**config.mk**
```make
export PLATFORM = sky130hd
export DESIGN_NAME = tty_input_line_discipline
export DESIGN_NICKNAME = d
export VERILOG_FILES = /design/src/hdl/tild_pkg.sv /design/src/hdl/tild_ram.sv /design/src/hdl/tild_ctrl.sv /design/src/hdl/tty_input_line_discipline.sv
export SDC_FILE = /design/constraint.sdc
export NUM_CORES = 2
export LEC_CHECK = 0
export BUFFER_PORTS_ARGS = -buffer_cell sky130_fd_sc_hd__buf_2
export CORE_MARGIN = 2
export CORE_UTILIZATION = 61
export DETAILED_ROUTE_END_ITERATION = 8
export GPL_TIMING_DRIVEN = 0
export PLACE_DENSITY = 0.81
export SYNTH_ARGS = -nofsm -noshare
export SYNTH_HDL_FRONTEND = slang
export SYNTH_HIERARCHICAL = 1
export SYNTH_SLANG_ARGS = --single-unit
```
**constraint.sdc**
```tcl
create_clock -name clk -period 28 [get_ports clk]
set_input_delay 8.4 -clock clk [delete_from_list [all_inputs] [get_ports clk]]
set_output_delay 8.4 -clock clk [all_outputs]
set_load 0.01 [all_outputs]
```
**src/hdl/tild_pkg.sv**
```systemverilog
package tild_pkg;

  localparam logic [7:0] LF_BYTE      = 8'h0A;
  localparam logic [7:0] CR_BYTE      = 8'h0D;
  localparam logic [7:0] CARET_BYTE   = 8'h5E;
  localparam logic [7:0] CTRL_LIMIT   = 8'h20;
  localparam logic [7:0] CARET_OFFSET = 8'h40;

  localparam int MODE_ICRNL  = 0;
  localparam int MODE_INLCR  = 1;
  localparam int MODE_CANON  = 2;
  localparam int MODE_ECHO   = 3;
  localparam int MODE_ECHOCTL = 4;
  localparam int MODE_ISIG   = 5;

  localparam logic [5:0] MODE_RESET  = 6'd61;
  localparam logic [7:0] ERASE_RESET = 8'd127;
  localparam logic [7:0] KILL_RESET  = 8'd21;
  localparam logic [7:0] INTR_RESET  = 8'd3;
  localparam logic [7:0] SUSP_RESET  = 8'd26;

  localparam logic [2:0] CFG_MODE  = 3'd0;
  localparam logic [2:0] CFG_ERASE = 3'd1;
  localparam logic [2:0] CFG_KILL  = 3'd2;
  localparam logic [2:0] CFG_INTR  = 3'd3;
  localparam logic [2:0] CFG_SUSP  = 3'd4;

  localparam logic ACT_RECV = 1'b0;
  localparam logic ACT_READ = 1'b1;

  localparam logic [1:0] SIG_NONE = 2'd0;
  localparam logic [1:0] SIG_INTR = 2'd1;
  localparam logic [1:0] SIG_SUSP = 2'd2;

  localparam logic [9:0] COLS_MAX = 10'd1023;

  typedef struct packed {
    logic [5:0] mode_flags;
    logic [7:0] erase_char;
    logic [7:0] kill_char;
    logic [7:0] intr_char;
    logic [7:0] susp_char;
  } cfg_t;

  typedef struct packed {
    logic       action;
    logic [7:0] in_byte;
  } cmd_t;

  typedef struct packed {
    logic [1:0] echo_count;
    logic [7:0] echo_first;
    logic [7:0] echo_second;
    logic [9:0] erase_columns;
    logic [1:0] signal_raised;
    logic       read_valid;
    logic [7:0] read_byte;
    logic       data_available;
    logic       overflow;
    logic [8:0] buffered_count;
  } res_t;

endpackage

```
**src/hdl/tild_ram.sv**
```systemverilog
module tild_ram #(
  parameter int DEPTH = 256,
  parameter int AW    = 8
) (
  input  logic          clk,
  input  logic          wr_en,
  input  logic [AW-1:0] wr_addr,
  input  logic [7:0]    wr_data,
  input  logic [AW-1:0] rd_addr,
  output logic [7:0]    rd_data
);

  logic [7:0] mem [DEPTH];

  always_ff @(posedge clk) begin
    if (wr_en) begin
      mem[wr_addr] <= wr_data;
    end
    rd_data <= mem[rd_addr];
  end

endmodule

```
**src/hdl/tild_ctrl.sv**
```systemverilog
module tild_ctrl #(
  parameter int BUF_DEPTH = 256,
  parameter int AW        = 8,
  parameter int CW        = 9
) (
  input  logic             clk,
  input  logic             rst,
  input  tild_pkg::cfg_t   cfg,
  input  logic             cmd_valid,
  output logic             cmd_stall,
  input  tild_pkg::cmd_t   cmd,
  output logic             res_valid,
  input  logic             res_stall,
  output tild_pkg::res_t   res,
  output logic             wr_en,
  output logic [AW-1:0]    wr_addr,
  output logic [7:0]       wr_data,
  output logic [AW-1:0]    rd_addr,
  input  logic [7:0]       rd_data
);

  typedef enum logic [1:0] {ST_IDLE, ST_POP, ST_RUB, ST_DONE} state_t;

  localparam logic [AW-1:0] LAST_IDX = AW'(BUF_DEPTH - 1);
  localparam logic [CW-1:0] FULL_CNT = CW'(BUF_DEPTH);

  function automatic logic [AW-1:0] idx_next(input logic [AW-1:0] i);
    idx_next = (i == LAST_IDX) ? '0 : i + 1'b1;
  endfunction

  function automatic logic [AW-1:0] idx_prev(input logic [AW-1:0] i);
    idx_prev = (i == '0) ? LAST_IDX : i - 1'b1;
  endfunction

  state_t        state;
  logic [AW-1:0] head;
  logic [AW-1:0] tail;
  logic [CW-1:0] count;
  logic [CW-1:0] lec;
  logic [AW-1:0] rub_ptr;
  logic          rub_kill;
  logic          handled;
  logic [1:0]    r_ecount;
  logic [7:0]    r_e1;
  logic [7:0]    r_e2;
  logic [9:0]    r_cols;
  logic [1:0]    r_sig;
  logic          r_rvalid;
  logic [7:0]    r_rbyte;
  logic          r_ovf;

  logic          accept;
  logic          canon;
  logic          echo;
  logic          sig_en;
  logic [7:0]    c;
  logic          is_erase;
  logic          is_kill;
  logic          plain;
  logic [1:0]    sig;
  logic [1:0]    ecount;
  logic [7:0]    e1;
  logic [7:0]    e2;
  logic          do_store;
  logic          out_free;
  logic [10:0]   cols_sum;
  logic [9:0]    cols_sat;
  tild_pkg::res_t res_next;

  assign accept    = cmd_valid && !cmd_stall;
  assign cmd_stall = (state != ST_IDLE);
  assign canon     = cfg.mode_flags[tild_pkg::MODE_CANON];
  assign echo      = cfg.mode_flags[tild_pkg::MODE_ECHO];
  assign sig_en    = cfg.mode_flags[tild_pkg::MODE_ISIG];
  assign out_free  = !res_valid || !res_stall;

  always_comb begin
    if (cmd.in_byte == tild_pkg::CR_BYTE && cfg.mode_flags[tild_pkg::MODE_ICRNL]) begin
      c = tild_pkg::LF_BYTE;
    end else if (cmd.in_byte == tild_pkg::LF_BYTE && cfg.mode_flags[tild_pkg::MODE_INLCR]) begin
      c = tild_pkg::CR_BYTE;
    end else begin
      c = cmd.in_byte;
    end
    is_erase = canon && (c == cfg.erase_char);
    is_kill  = canon && !is_erase && (c == cfg.kill_char);
    plain    = (cmd.action == tild_pkg::ACT_RECV) && !is_erase && !is_kill;

    if (sig_en && c == cfg.intr_char) begin
      sig = tild_pkg::SIG_INTR;
    end else if (sig_en && c == cfg.susp_char) begin
      sig = tild_pkg::SIG_SUSP;
    end else begin
      sig = tild_pkg::SIG_NONE;
    end

    ecount = 2'd0;
    e1     = 8'h00;
    e2     = 8'h00;
    if (echo) begin
      if (c == tild_pkg::LF_BYTE) begin
        ecount = 2'd2;
        e1     = tild_pkg::CR_BYTE;
        e2     = tild_pkg::LF_BYTE;
      end else if (c < tild_pkg::CTRL_LIMIT) begin
        if (cfg.mode_flags[tild_pkg::MODE_ECHOCTL]) begin
          ecount = 2'd2;
          e1     = tild_pkg::CARET_BYTE;
          e2     = c + tild_pkg::CARET_OFFSET;
        end
      end else begin
        ecount = 2'd1;
        e1     = c;
      end
    end

    do_store = plain && (sig == tild_pkg::SIG_NONE) && (count != FULL_CNT);
  end

  // single read port: head for a pop, one behind the tail for rub-out
  always_comb begin
    if (state == ST_RUB) begin
      rd_addr = idx_prev(rub_ptr);
    end else if (cmd.action == tild_pkg::ACT_READ) begin
      rd_addr = head;
    end else begin
      rd_addr = idx_prev(tail);
    end
  end

  assign wr_en   = accept && do_store;
  assign wr_addr = tail;
  assign wr_data = c;

  assign cols_sum = {1'b0, r_cols} + ((rd_data < tild_pkg::CTRL_LIMIT) ? 11'd2 : 11'd1);
  assign cols_sat = (cols_sum > {1'b0, tild_pkg::COLS_MAX}) ? tild_pkg::COLS_MAX
                                                              : cols_sum[9:0];

  always_comb begin
    res_next.echo_count     = r_ecount;
    res_next.echo_first     = r_e1;
    res_next.echo_second    = r_e2;
    res_next.erase_columns  = (handled && echo) ? r_cols : 10'd0;
    res_next.signal_raised  = r_sig;
    res_next.read_valid     = r_rvalid;
    res_next.read_byte      = r_rbyte;
    res_next.data_available = canon ? (lec != '0) : (count != '0);
    res_next.overflow       = r_ovf;
    res_next.buffered_count = 9'(count);
  end

  always_ff @(posedge clk) begin
    if (rst) begin
      state     <= ST_IDLE;
      head      <= '0;
      tail      <= '0;
      count     <= '0;
      lec       <= '0;
      res_valid <= 1'b0;
    end else begin
      if (state == ST_DONE && out_free) begin
        res_valid <= 1'b1;
      end else if (!res_stall) begin
        res_valid <= 1'b0;
      end
      unique case (state)
        ST_IDLE: begin
          if (accept) begin
            r_ecount <= plain ? ecount : 2'd0;
            r_e1     <= plain ? e1 : 8'h00;
            r_e2     <= plain ? e2 : 8'h00;
            r_cols   <= 10'd0;
            r_sig    <= plain ? sig : tild_pkg::SIG_NONE;
            r_rvalid <= 1'b0;
            r_rbyte  <= 8'h00;
            r_ovf    <= plain && (sig == tild_pkg::SIG_NONE) && (count == FULL_CNT);
            handled  <= (cmd.action == tild_pkg::ACT_RECV) && (is_erase || is_kill);
            rub_kill <= is_kill;
            rub_ptr  <= idx_prev(tail);
            if (cmd.action == tild_pkg::ACT_READ && count != '0) begin
              state <= ST_POP;
            end else if (cmd.action == tild_pkg::ACT_RECV && (is_erase || is_kill)
                         && count != '0) begin
              state <= ST_RUB;
            end else begin
              state <= ST_DONE;
            end
            if (do_store) begin
              tail  <= idx_next(tail);
              count <= count + 1'b1;
              if (c == tild_pkg::LF_BYTE) begin
                lec <= lec + 1'b1;
              end
            end
          end
        end
        ST_POP: begin
          r_rvalid <= 1'b1;
          r_rbyte  <= rd_data;
          head     <= idx_next(head);
          count    <= count - 1'b1;
          if (rd_data == tild_pkg::LF_BYTE && lec != '0) begin
            lec <= lec - 1'b1;
          end
          state <= ST_DONE;
        end
        ST_RUB: begin
          if (rd_data == tild_pkg::LF_BYTE) begin
            state <= ST_DONE;
          end else begin
            tail    <= rub_ptr;
            count   <= count - 1'b1;
            r_cols  <= cols_sat;
            rub_ptr <= idx_prev(rub_ptr);
            if (!rub_kill || count == CW'(1)) begin
              state <= ST_DONE;
            end
          end
        end
        ST_DONE: begin
          if (out_free) begin
            res   <= res_next;
            state <= ST_IDLE;
          end
        end
        default: state <= ST_IDLE;
      endcase
    end
  end

endmodule

```
**src/hdl/tty_input_line_discipline.sv**
```systemverilog
// Terminal input line discipline. Each item is either a received byte or a
// read of one buffered byte, and yields exactly one result item. Buffered
// bytes sit in a BUF_DEPTH-byte circular memory with a single registered
// read port; head, tail and counts live in flops. A received byte that is
// stored, dropped or flagged as a signal, an empty read and an empty
// rub-out go straight to the result; a read that pops a byte first passes
// a pop state. An erase or kill walks back one byte per memory read and
// stops at a line end, which it keeps; an erase also stops after one byte,
// a kill when the buffer is empty. The next item can be taken while a
// result waits on res_stall. No memory clearing pass is needed after reset.
module tty_input_line_discipline #(
  parameter int BUF_DEPTH = 256
) (
  input  logic           clk,
  input  logic           rst,
  input  logic           cfg_we,
  input  logic [2:0]     cfg_index,
  input  logic [7:0]     cfg_data,
  input  logic           cmd_valid,
  output logic           cmd_stall,
  input  tild_pkg::cmd_t cmd,
  output logic           res_valid,
  input  logic           res_stall,
  output tild_pkg::res_t res
);

  localparam int AW = $clog2(BUF_DEPTH);
  localparam int CW = $clog2(BUF_DEPTH + 1);

  tild_pkg::cfg_t cfg;
  logic           wr_en;
  logic [AW-1:0]  wr_addr;
  logic [7:0]     wr_data;
  logic [AW-1:0]  rd_addr;
  logic [7:0]     rd_data;

  always_ff @(posedge clk) begin
    if (rst) begin
      cfg.mode_flags <= tild_pkg::MODE_RESET;
      cfg.erase_char <= tild_pkg::ERASE_RESET;
      cfg.kill_char  <= tild_pkg::KILL_RESET;
      cfg.intr_char  <= tild_pkg::INTR_RESET;
      cfg.susp_char  <= tild_pkg::SUSP_RESET;
    end else if (cfg_we) begin
      unique case (cfg_index)
        tild_pkg::CFG_MODE:  cfg.mode_flags <= cfg_data[5:0];
        tild_pkg::CFG_ERASE: cfg.erase_char <= cfg_data;
        tild_pkg::CFG_KILL:  cfg.kill_char  <= cfg_data;
        tild_pkg::CFG_INTR:  cfg.intr_char  <= cfg_data;
        tild_pkg::CFG_SUSP:  cfg.susp_char  <= cfg_data;
        default: ;
      endcase
    end
  end

  tild_ram #(
    .DEPTH (BUF_DEPTH),
    .AW    (AW)
  ) u_ram (
    .clk     (clk),
    .wr_en   (wr_en),
    .wr_addr (wr_addr),
    .wr_data (wr_data),
    .rd_addr (rd_addr),
    .rd_data (rd_data)
  );

  tild_ctrl #(
    .BUF_DEPTH (BUF_DEPTH),
    .AW        (AW),
    .CW        (CW)
  ) u_ctrl (
    .clk       (clk),
    .rst       (rst),
    .cfg       (cfg),
    .cmd_valid (cmd_valid),
    .cmd_stall (cmd_stall),
    .cmd       (cmd),
    .res_valid (res_valid),
    .res_stall (res_stall),
    .res       (res),
    .wr_en     (wr_en),
    .wr_addr   (wr_addr),
    .wr_data   (wr_data),
    .rd_addr   (rd_addr),
    .rd_data   (rd_data)
  );

endmodule
```
# After elaboration in Yosys (flattened, before gate mapping)
# Memory sizes are Yosys's and may differ from the RTL's. A register that Yosys moved wholly into a read port is not among the register bits.
# Index checks and enable logic that the tools add are counted.
# totals
input_bits,25
output_inout_bits,52
mem_count,1
regBits,175
mem_bits_rw,2048
word_cells,195
latch_bits,0
mem_bits_ro,0
# op_classes
n_eq_ne,28
shift,0
n_mux,56
n_mul,0
div,0
n_bitwise,6
n_addsub,10
order_cmp,3
reduce_logical,56
# mem_list
name,words,width,read_ports,rd_clocked_by_memory_dff,wr,line,source
u_ram.mem,256,8,1,1,1,tild_ram.sv:13,logic [7:0] mem [DEPTH];
# ops
cell,n
8-bit two-way mux,15
9-bit two-way mux,7
8-bit one-hot mux with 2 select lines,3
8-bit by 4-bit equality test with 1-bit output (second input constant),4
8-bit equality test,4
10-bit two-way mux,3
9-bit one-hot mux with 3 select lines,1
2-bit two-way mux,11
1-bit logical AND,20
10-bit one-hot mux with 2 select lines,1
9-bit by 1-bit adder with 9-bit output (second input constant),2
9-bit one-hot mux with 2 select lines,1
9-bit nonzero test,2
9-bit by 1-bit subtractor with 9-bit output (second input constant),2
8-bit by 1-bit adder with 8-bit output (second input constant),2
8-bit equality test (second input constant),2
8-bit logical NOT,2
8-bit by 6-bit < comparator with 1-bit output (second input constant),2
4-bit two-way mux,4
8-bit by 1-bit subtractor with 8-bit output (second input constant),2
2-bit by 1-bit inequality test with 1-bit output (second input constant),6
2-bit AND reduction,6
3-bit AND reduction,4
4-bit AND reduction,3
27 further kinds,50

# Logic depth before layout (Yosys ltp)
# depth
depth_word,16
mapped_depth,18
mapped_depth_nobuf,14

# By module
# The synthesis kept the hierarchy.
# by_module_without_submodules
mod,cells_each,instances,seq_area_each_um2,area_each_um2
tild_ram,3733,1,61659.1,79556.3
tild_ctrl,701,1,3743.6,7332.0
tty_input_line_discipline,145,1,760.7,1510.2

# Worst setup path before layout
# Ideal clock, no wire load.
# synth_timing
kind,input to register
startpoint,in cmd[2] (netlist bit)
endpoint,mem u_ram.mem[0][2] (data pin)
n_path_buf,1
stages,4
t_required_ps,26597
t_arrival_ps,15287
setup_time_ps,1403
path_slack_ps,11310
cell_sequence,clkbuf_1 -> nor4bb_1 -> a31oi_1 -> nor2_1
# synth_via
elab_chain_cells,4
elab_cells_between_ends,6
cone_classes,eq/ne: 2; mux: 2; reduce/logical: 2
# synth_rtl
item,line,source
from (decl),tty_input_line_discipline.sv:21,"input tild_pkg::cmd_t cmd,"
8-bit by 4-bit equality test with 1-bit output,tild_ctrl.sv:80,end else if (cmd.in_byte == tild_pkg::LF_BYTE && cfg.mode_flags[tild_pkg::MODE_INLCR]) begin
1-bit logical AND,tild_ctrl.sv:80,
8-bit two-way mux,tild_ctrl.sv:80,
8-bit two-way mux (*),tild_ctrl.sv:78,if (cmd.in_byte == tild_pkg::CR_BYTE && cfg.mode_flags[tild_pkg::MODE_ICRNL]) begin
named net wr_data[2],tty_input_line_discipline.sv:33,logic [7:0] wr_data;
to (decl),tild_ram.sv:13,
# Mark *: on every way through the listed nets, which the timed path passes. The rest lies on a longest branch.

# Worst setup path after layout
# layout_timing
startpoint,in cmd[3] (netlist bit)
endpoint,"mem u_ram.mem[84][4], enable pin"
# layout_via
elab_chain_cells,16
elab_cells_between_ends,27
cone_classes,eq/ne: 6; mux: 6; reduce/logical: 15
# layout_rtl
item,line,source
8-bit by 4-bit equality test with 1-bit output,tild_ctrl.sv:80,
1-bit logical AND,tild_ctrl.sv:80,
8-bit two-way mux,tild_ctrl.sv:80,
8-bit two-way mux (*),tild_ctrl.sv:78,
8-bit equality test,tild_ctrl.sv:85,is_erase = canon && (c == cfg.erase_char);
1-bit logical AND,tild_ctrl.sv:85,
1-bit logical NOT,"tild_ctrl.sv:86, tild_ctrl.sv:87",
1-bit logical AND (2 in series),tild_ctrl.sv:86,is_kill = canon && !is_erase && (c == cfg.kill_char);
1-bit logical NOT,tild_ctrl.sv:87,plain = (cmd.action == tild_pkg::ACT_RECV) && !is_erase && !is_kill;
1-bit logical AND,tild_ctrl.sv:87,
1-bit logical AND (*) (2 in series),tild_ctrl.sv:117,do_store = plain && (sig == tild_pkg::SIG_NONE) && (count != FULL_CNT);
1-bit logical AND (*),tild_ctrl.sv:131,assign wr_en = accept && do_store;
named net wr_en,tty_input_line_discipline.sv:31,logic wr_en;
1-bit two-way mux (*),tild_ram.sv:16,if (wr_en) begin
1-bit two-way mux (not written as such) (*),tild_ram.sv:17,mem[wr_addr] <= wr_data;
# Marks and branches as above.

==> impl_metrics.env <==
export IMPL_yosysTopAreaCell="edfxtp_1"
export IMPL_ir_drop_mv=0.0671
export IMPL_status="finished, violations left"
export IMPL_multi_input_area_um2=20500
export IMPL_grt_pass1_vias=49863
export IMPL_vias=51539
export IMPL_synth_seq_cells=2231
export IMPL_core_um2=144000
export IMPL_arrival_ps=15390
export IMPL_fmax_mhz=66.9
export IMPL_die_h_um=385
export IMPL_synthCells=4579
export IMPL_die_w_um=385
export IMPL_numCtsBuffers=206
export IMPL_first_pass_iters=9
export IMPL_synthFlopType="edfxtp_1"
export IMPL_hold_violations=0
export IMPL_overflow=0
export IMPL_synth_edff_count=2148
export IMPL_portBuffers=70
export IMPL_drt_wl_total_um=271000
export IMPL_tightest_slew_ps=1820
export IMPL_initial_core_util_pct=61.5
export IMPL_startpoint="cmd[3]"
export IMPL_switching_share_pct=36.8
export IMPL_drtIter0Drc=9828
export IMPL_critPathTopFamily="simple AND/OR/NAND/NOR gates"
export IMPL_yosys_warnings=6
export IMPL_clkPwrFrac_pct=27.1
export IMPL_clock_latency_ps=860
export IMPL_utilization_pct=68.9
export IMPL_cpPeakStageDelay_ps=940
export IMPL_r2r_start="u_ctrl/wr_addr[4]$_SDFFE_PP0P_"
export IMPL_relSlewSlack_pct=-21.1
export IMPL_endpoint_kind="flip-flop"
export IMPL_critPathKind="input port to flip-flop"
export IMPL_crit_chain="buf_2, or4b_4, o31ai_2, a211oi_1, or4_4, a21oi_4, nand2_1, nor3b_1, clkbuf_1, buf_1, nand3_1, clkbuf_2, nor2_1"
export IMPL_cts_max_path_buffers=3
export IMPL_tns_ps=0
export IMPL_required_ps=28450
export IMPL_wl_per_cell_um=38.8
export IMPL_grt_max_degree=93
export IMPL_grt_use_total_pct=36.8
export IMPL_cts_max_level=4
export IMPL_async_reset_ff_share_pct=0
export IMPL_cp_max_fo=11
export IMPL_path_clk_slew_ps=60
export IMPL_power_density_nw_per_um2=106
export IMPL_internal_power_w=0.00664
export IMPL_gp_congestion=1.05
export IMPL_use_met3_pct=16.1
export IMPL_syn_nets=4629
export IMPL_violations="design-rule violations, max-capacitance violations, max-slew violations"
export IMPL_avgSynthCellArea_um2=19.3
export IMPL_grt_busiest_layer="met2"
export IMPL_hold_class="flip-flop to flip-flop"
export IMPL_finalNetCount=4952
export IMPL_seq_area_frac_synth_pct=74.8
export IMPL_fillCellCount=8508
export IMPL_drcViolationCount=4
export IMPL_drive_gt1_share_pct=20.6
export IMPL_min_period_ps=14940
export IMPL_combPwrFrac_pct=37.0
export IMPL_seqPwrFrac_pct=35.9
export IMPL_dp_hpwl_um=174000
export IMPL_setup_viol=0
export IMPL_cp_slowest_cell="nor2_1"
export IMPL_p_leak_nw=31.5
export IMPL_clockRootBuffer="clkbuf_16"
export IMPL_cts_tree="yes"
export IMPL_io_pins=77
export IMPL_die_area_um2=148000
export IMPL_met1_usage_pct=44.4
export IMPL_syn_to_final_growth_pct=12.0
export IMPL_ys_types=96
export IMPL_met2_usage_pct=54.6
export IMPL_fin_crit_sh_pct=53.4
export IMPL_antenna_found_initial=16
export IMPL_grt_pass1_wl_um=373000
export IMPL_viasPerCell=7.37
export IMPL_cap_violations=10
export IMPL_min_from="u_ctrl/r_e2[5]$_SDFFCE_PP0P_"
export IMPL_antenna_left=0
export IMPL_syn_cell_area_um2=88400
export IMPL_path_buf_inv=4
export IMPL_drv_slew=95
export IMPL_yosysTopAreaCellShare_pct=73.0
export IMPL_row_count=139
export IMPL_grt_setup_unrepaired="false"
export IMPL_postCtsSetupRepairBufs=0
export IMPL_regArea_um2=66200
export IMPL_synth_area_leaders="edfxtp_1 (73%), mux4_2 (12%), mux2i_1 (2.1%)"
export IMPL_holdBufCountCts=0
export IMPL_finClkSkew_ps=40.8
export IMPL_start_kind="input port"
export IMPL_cts_sinks=2231
export IMPL_power_w=0.0105
export IMPL_cts_resized=0
export IMPL_p_switching_w=0.00387
[layout make-up]
cell class	instances	area share, %
Multi-Input combinational cell	2034	20.7
Timing Repair Buffer	115	1.31
Buffer	282	1.72
Clock inverter	125	1.45
Antenna cell	16	0.0404
Clock buffer	255	5.40
Sequential cell	2231	66.8
Inverter	32	0.121
Tap cell	1903	2.40
[synth_stat cells, drive strengths merged (35+ instances only)]
cell and instances:
o221ai 51, mux4 456, mux2i 187, nand2b 36
dfxtp 83, nor4 35, clkbuf 142, buf 140
a21oi 145, a22oi 139, nor2 378, nand3 56
nand2 70, nor2b 39, nor3 35, edfxtp 2148
[per-stage QoR]
stage          area [um2]  std cells  worst slack [ps]  hold WS [ps]
2_1_floorplan       88400       4579             11310           400
3_3_place_gp        91100       6552              3550           402
3_5_place_dp        92100       6595             13030           405
4_1_cts             98900       6975             13850           413
5_1_grt             99000       6979             13260           432
6_report            99000       6993             13060           414
[power groups by stage]
| stage | sequential [W] | combinational, W | clock (W) |
|---|---|---|---|
| 2_1_floorplan | 0.00384 | 0.00209 | 0 |
| 3_3_place_gp | 0.00387 | 0.00346 | 0 |
| 3_5_place_dp | 0.00384 | 0.00355 | 0 |
| 4_1_cts | 0.00377 | 0.00360 | 0.00285 |
| 5_1_grt | 0.00378 | 0.00384 | 0.00297 |
| 6_report | 0.00377 | 0.00388 | 0.00285 |
[layout by cell type, fill, tap and decap left out, types with 14 or more instances in the layout]
master,netlist,layout
a211oi_1,24,23
clkinv_1,2,49
nor2b_1,39,39
o22ai_1,30,30
and2_1,24,24
and3_1,26,26
buf_1,25,22
ha_1,23,23
clkinv_2,0,29
inv_1,30,30
bufinv_16,0,26
nor2_1,378,375
dfxtp_1,83,83
nor4_1,32,26
nand3_1,55,55
buf_16,0,17
clkbuf_1,142,174
a21oi_1,143,143
xnor2_1,24,24
nand2b_1,36,36
xor2_1,23,23
mux2i_1,187,187
nand2_1,70,69
a22oi_1,139,138
o221ai_1,50,50
buf_12,8,25
nor3_1,34,34
o21ai_0,32,32
edfxtp_1,2148,2148
buf_4,30,30
clkbuf_16,0,206
buf_6,22,24
nand4_1,21,21
diode_2,0,16
buf_8,13,20
buf_2,42,113
mux4_2,454,454
clkbuf_2,0,14
[cell families after synthesis]
group                      count (synthesis)  synth area share (%)
other                                      1               0.00424
buffers and inverters                    314                  2.02
adders and majority gates                 25                 0.371
AOI/OAI and AO/OA                        537                  4.24
xor gates and xnor gates                  47                 0.466
muxes                                    647                  13.8
DFF                                     2231                  74.8
and+or+nand+nor                          777                  4.25
[path summary, 6_finish.rpt]
kind	endpoint	slack, ps	cells after the start
worst min register to register	u_ctrl/res[37]$_DFFE_PP_	410	0
worst max register to register	u_ram/rd_data[5]$_DFF_P_	20060	14
worst max-delay path	u_ram/mem[84][4]$_DFFE_PP_	13060	13
worst min-delay path	u_ctrl/res[37]$_DFFE_PP_	410	0
[worst reg2reg max path: cells and delay by family, from the launching register on]
| kind | cells | cell delay (ps) |
|---|---|---|
| multiplexers | 1 | 90 |
| flip-flops | 1 | 510 |
| AO/OA/AOI/OAI | 3 | 2350 |
| AND/OR/NAND/NOR | 6 | 2850 |
| buffers and inverters | 4 | 1930 |
[state kept, by name, summed over array words and instances, names as in the netlist, 8 cells and up]
| name | cells |
|---|---|
| u_ram/rd_data | 8 |
| u_ctrl/rub_ptr | 8 |
| cfg | 38 |
| u_ctrl/r_e1 | 8 |
| u_ctrl/wr_addr | 8 |
| u_ctrl/res | 50 |
| u_ram/mem | 2048 |
| u_ctrl/count | 9 |
| u_ctrl/head | 8 |
| u_ctrl/lec | 9 |
| u_ctrl/r_cols | 10 |
| u_ctrl/r_e2 | 8 |
| u_ctrl/r_rbyte | 8 |
[layer usage]
| metal | wire (um) | vias up |
|---|---|---|
| met1 | 84000 | 25754 |
| li1 | - | 19425 |
| met4 | 20900 | 20 |
| met2 | 121000 | 5186 |
| met3 | 45000 | 1154 |
| met5 | 537 | - |
Note: power is estimated with default switching activity, not from simulation.
